## config.mk

```make
export PLATFORM = sky130hd
export DESIGN_NAME = svec_sqrt
export DESIGN_NICKNAME = d
export VERILOG_FILES = /design/src/hdl/svec_pkg.sv /design/src/hdl/svec_sqrt.sv
export SDC_FILE = /design/constraint.sdc
export NUM_CORES = 2
export LEC_CHECK = 0
export ABC_AREA = 1
export BUFFER_PORTS_ARGS = -buffer_cell sky130_fd_sc_hd__buf_2
export CAP_MARGIN = 20
export CORE_MARGIN = 4
export CORE_UTILIZATION = 60
export DETAILED_ROUTE_END_ITERATION = 8
export MAX_ROUTING_LAYER = met4
export PLACE_DENSITY = 0.76
export SLEW_MARGIN = 0
export SYNTH_ARGS = -nofsm -noshare
export SYNTH_HDL_FRONTEND = slang
export SYNTH_SLANG_ARGS = --single-unit
```

## constraint.sdc

```tcl
create_clock -name clock -period 3.8 [get_ports clock]
set_input_delay 0.57 -clock clock [delete_from_list [all_inputs] [get_ports clock]]
set_output_delay 0.57 -clock clock [all_outputs]
set_load 0.01 [all_outputs]
```

## src/hdl/svec_pkg.sv

```systemverilog
// ----------------------------------------------------------------------------
// svec_pkg
// Shared widths and payload types of the 3d steering vector block.
// ----------------------------------------------------------------------------
`default_nettype none

package svec_pkg;

   localparam int COORD_W = 32;
   localparam int DIFF_W  = 33;
   localparam int MAG_W   = 32;
   localparam int SQ_W    = 64;
   localparam int SPD_W   = 31;
   localparam int SPD2_W  = 62;
   localparam int SUM_W   = 66;
   localparam int NUM_W   = 126;
   localparam int QUO_W   = 62;
   localparam int ROOT_W  = 31;
   localparam int REM_W   = 34;
   localparam int HALF_W  = 32;

   typedef struct packed {
      logic signed [COORD_W-1:0] here_x;
      logic signed [COORD_W-1:0] here_y;
      logic signed [COORD_W-1:0] here_z;
      logic signed [COORD_W-1:0] target_x;
      logic signed [COORD_W-1:0] target_y;
      logic signed [COORD_W-1:0] target_z;
      logic        [SPD_W-1:0]   speed;
   } req_type;

   typedef struct packed {
      logic signed [COORD_W-1:0] vel_x;
      logic signed [COORD_W-1:0] vel_y;
      logic signed [COORD_W-1:0] vel_z;
      logic                      zero_length;
   } rsp_type;

endpackage

`default_nettype wire

```

## src/hdl/svec_sqrt.sv

```systemverilog
// ----------------------------------------------------------------------------
// svec_sqrt
// Pipelined integer square root, one root bit per stage.
// ----------------------------------------------------------------------------
`default_nettype none

module svec_sqrt (
   input  wire logic                          clock,
   input  wire logic                          en,
   input  wire logic [svec_pkg::QUO_W-1:0]    x_in,
   output      logic [svec_pkg::ROOT_W-1:0]   root_out
);

   localparam int RW = svec_pkg::ROOT_W;
   localparam int XW = svec_pkg::QUO_W;
   localparam int MW = svec_pkg::REM_W;

   logic [MW-1:0] rem_ff  [RW];
   logic [RW-1:0] root_ff [RW];
   logic [XW-1:0] x_ff    [RW];

   for (genvar j = 0; j < RW; j++) begin : g_step
      logic [MW-1:0] rem_cur;
      logic [RW-1:0] root_cur;
      logic [XW-1:0] x_cur;
      logic [MW-1:0] part;
      logic [MW-1:0] trial;
      logic          ge;

      if (j == 0) begin : g_first
         assign rem_cur  = '0;
         assign root_cur = '0;
         assign x_cur    = x_in;
      end else begin : g_rest
         assign rem_cur  = rem_ff[j-1];
         assign root_cur = root_ff[j-1];
         assign x_cur    = x_ff[j-1];
      end

      assign part  = {rem_cur[MW-3:0], x_cur[XW-1:XW-2]};
      assign trial = {1'b0, root_cur, 2'b01};
      assign ge    = part >= trial;

      always_ff @(posedge clock) begin
         if (en) begin
            rem_ff[j]  <= ge ? (part - trial) : part;
            root_ff[j] <= {root_cur[RW-2:0], ge};
            x_ff[j]    <= {x_cur[XW-3:0], 2'b00};
         end
      end
   end

   assign root_out = root_ff[RW-1];

endmodule

`default_nettype wire

```

==> impl_metrics.ini <==
[clock_network]
cts_made_buffers = 238
root_buffer = clkbuf_16
worstSkewPairLatency_ns = 0.90
postCtsHoldBufs = 63
path_clk_slew_ns = 0.07
post_cts_buffers = 0
clockBufferDepth = 3
cts-resized-gates = 0
htreeDepth = 4
cts_tree = done
clock-sinks = 2339

[synth]
synth-seq-cells = 2339
synth_top_area_cell = edfxtp_1
synth_area_leaders = edfxtp_1, nand2_1, inv_1
synth-edff-count = 2339
yosysSeqAreaShare_pct = 54.5
ys_warn_count = 0
synth_xor_area_share_pct = 2.53
synth_compound_area_share_pct = 4.01
netlist_area_sq_mm = 0.129
avgSynthCellArea_sq_um = 8.62
synthFlopType = edfxtp_1
synth-adder-area-share_pct = 5.13
yosys.area_share.simple_pct = 25.4
synth_fp_nets = 15500
synth_top_family_by_area = simple AND/OR/NAND/NOR gates
synthMuxAreaShare_pct = 0
async_flop_share_pct = 0
yosysTopAreaCellShare_pct = 54.5
synth_cell_types = 57
synth_cells = 14900

[die]
fp.dieH_um = 471
rows = 169
boundaryPins = 95
start_util_pct = 60.5
coreArea_sq_mm = 0.213
die_w_um = 471
dieArea_sq_mm = 0.222

[detailed_routing]
final_antenna_net_count = 0
remaining_drc_errors = 0
wl_mm = 331
first_pass_iters = 8
wl_per_cell_um = 18.0
drtIter0Drc = 9829
num_vias = 98400
viasPerCell = 5.36

[place]
io_buffers = 94
pre_cts_slack_ns = 0.792
place_hpwl_mm = 254
postPlaceCellArea_sq_mm = 0.133
gp_congestion = 0.997

[hold_path]
min_path_type = input pin to register

[grt]
grt_overflow = 0
antenna_found_initial = 2
grt_pass1_wl_mm = 517
grt_start_max_net_pins = 127
gr-usage-all-layers_pct = 30.4
grt_pass1_vias = 93000

[layout]
nets = 15900
areaGrowthSynthToFinish_pct = 10.1
stdcell_area_sq_mm = 0.142
drive_above_1_share_pct = 4.58
fillCellCount = 17400

[power_and_ir_drop]
p_clk_share_pct = 31.8
peakVddDrop_v = 0.000596
power_leakage_nw = 65.6
p_sw_w = 0.0249
internal-power_w = 0.0522
pwr-share-seq_pct = 44.5
power_per_cell_area_mw_per_mm2 = 543
netSwitchingFraction_pct = 32.3
p_comb_share_pct = 23.7

[worst_setup_path]
worst-setup-path-type = register to register
start_kind = register
endpoint_kind = register
cp_max_fo = 21
cp.arrival_ns = 3.74
cp.required_ns = 4.39

[timing]
tightest_slew_ns = 0.807
clock.fmax_ghz = 0.318
whs_ns = 0.104
tns_ns = 0
period_share_pct = 82.8
drv_slew = 0
setup_viol = 0
relSlewSlack_pct = 45.6
fin_crit_ns = 3.15
fin_ws_ns = 0.654
rsz0062_at_grt = no
final_hold_viol_count = 0
skew_ns = 0.0471

[outcome]
status = completed

[job]
drv_cap = 0
## cell usage in the layout, fill, tap and decap left out, types with 42 or more instances in the layout
cell type	count
nand2_1	5228
inv_1	2640
edfxtp_1	2339
nor2_1	1215
nand3_1	751
a21oi_1	595
ha_1	528
xor2_1	260
o21ai_0	239
clkbuf_16	239
nand4_1	210
nor3_1	198
nand3b_1	134
xnor2_1	112
buf_2	93
buf_4	72
dlygate4sd3_1	63
and2_1	53
clkinv_2	52
or2_2	42
o21bai_1	42
## per-layer routing
metal | vias to the layer above | global-route usage, % | wire length [um] | part of all wire (%)
li1 | 48900 | - | - | -
met1 | 45400 | 41.6 | 144000 | 44
met2 | 3450 | 48.5 | 154000 | 46
met3 | 623 | 3.65 | 23100 | 7.0
met4 | 0 | 8.25 | 9910 | 3.0
met5 | - | - | 0 | 0
## kinds of logic after synthesis
kind of cell               after synthesis
and+or+nand+nor                       7950
buffers and inverters                 2783
DFF                                   2339
AOI/OAI and AO/OA                      975
adders and majority gates              528
xor gates and xnor gates               372
other                                    1
## power groups by stage
stage | combinational (W) | sequential [W] | clock [W]
finish | 0.0183 | 0.0343 | 0.0245
global route | 0.0206 | 0.0345 | 0.0261
CTS | 0.0180 | 0.0343 | 0.0249
detailed placement | 0.0178 | 0.0348 | 0
global placement | 0.0177 | 0.0348 | 0
floorplan | 0.0128 | 0.0336 | 0
## cells in the mapped netlist (10+ instances only)
| library cell | n |
|---|---|
| a21oi_1 | 595 |
| nor2_2 | 15 |
| and2_1 | 53 |
| nand2_1 | 5228 |
| a21o_1 | 11 |
| inv_2 | 18 |
| or2_2 | 42 |
| ha_1 | 528 |
| inv_1 | 2640 |
| nor3_1 | 198 |
| o21ai_1 | 39 |
| xnor2_1 | 112 |
| buf_2 | 57 |
| buf_6 | 22 |
| nand3_1 | 751 |
| nor2_4 | 10 |
| xor2_1 | 260 |
| nand4_1 | 210 |
| nand3b_1 | 134 |
| o21ai_0 | 239 |
| nor2_1 | 1215 |
| nand2_2 | 20 |
| nand3_2 | 15 |
| buf_4 | 36 |
| nor4_1 | 16 |
| edfxtp_1 | 2339 |
| o21bai_1 | 42 |
| and3_1 | 21 |
## registers in the layout, summed over array words and instances (netlist names)
register and count:
x_ff 930, rem_ff 913, root_ff 496
## critical path: stages (launching register included)
cell and delay (ns):
edfxtp_1 0.55, inv_1 0.09, ha_1 0.34, nand2_1 0.08, inv_1 0.06, a21oi_1 0.14, nand2_1 0.14, nand2_1 0.09
nand2_1 0.10, nand3_1 0.14, nand2_2 0.20, buf_4 0.28, o21ai_0 0.62
## layout make-up
type,count,area [sq um],share of cell area [%]
Antenna cell,3,7.51,0.00529
Clock buffer,277,6120,4.32
Clock inverter,170,2150,1.51
Inverter,2659,9980,7.04
Multi-Input combinational cell,9826,47800,33.7
Sequential cell,2339,70200,49.5
Tap cell,2821,3530,2.49
Timing Repair Buffer,248,2040,1.44
## path summary, 6_finish.rpt
check / depth (start not counted) / end / from / slack (ns)
min: 1 / x_ff[0][36] / en / 0.10
max: 12 / rem_ff[10][35] / root_ff[10][2] / 0.65
min reg2reg: 0 / x_ff[1][34] / x_ff[0][92] / 0.41
max reg2reg: 12 / rem_ff[10][35] / root_ff[10][2] / 0.65
## per-stage QoR
step	instances	util, %	power [W]
after global placement	17800	62.4	0.0524
final	18300	66.6	0.0771
after CTS	18300	66.6	0.0772
after floorplan	14900	-	0.0465
after detailed placement	17800	62.4	0.0526
after global routing	18300	66.6	0.0813
No activity file was read; power rests on OpenSTA's default activity.
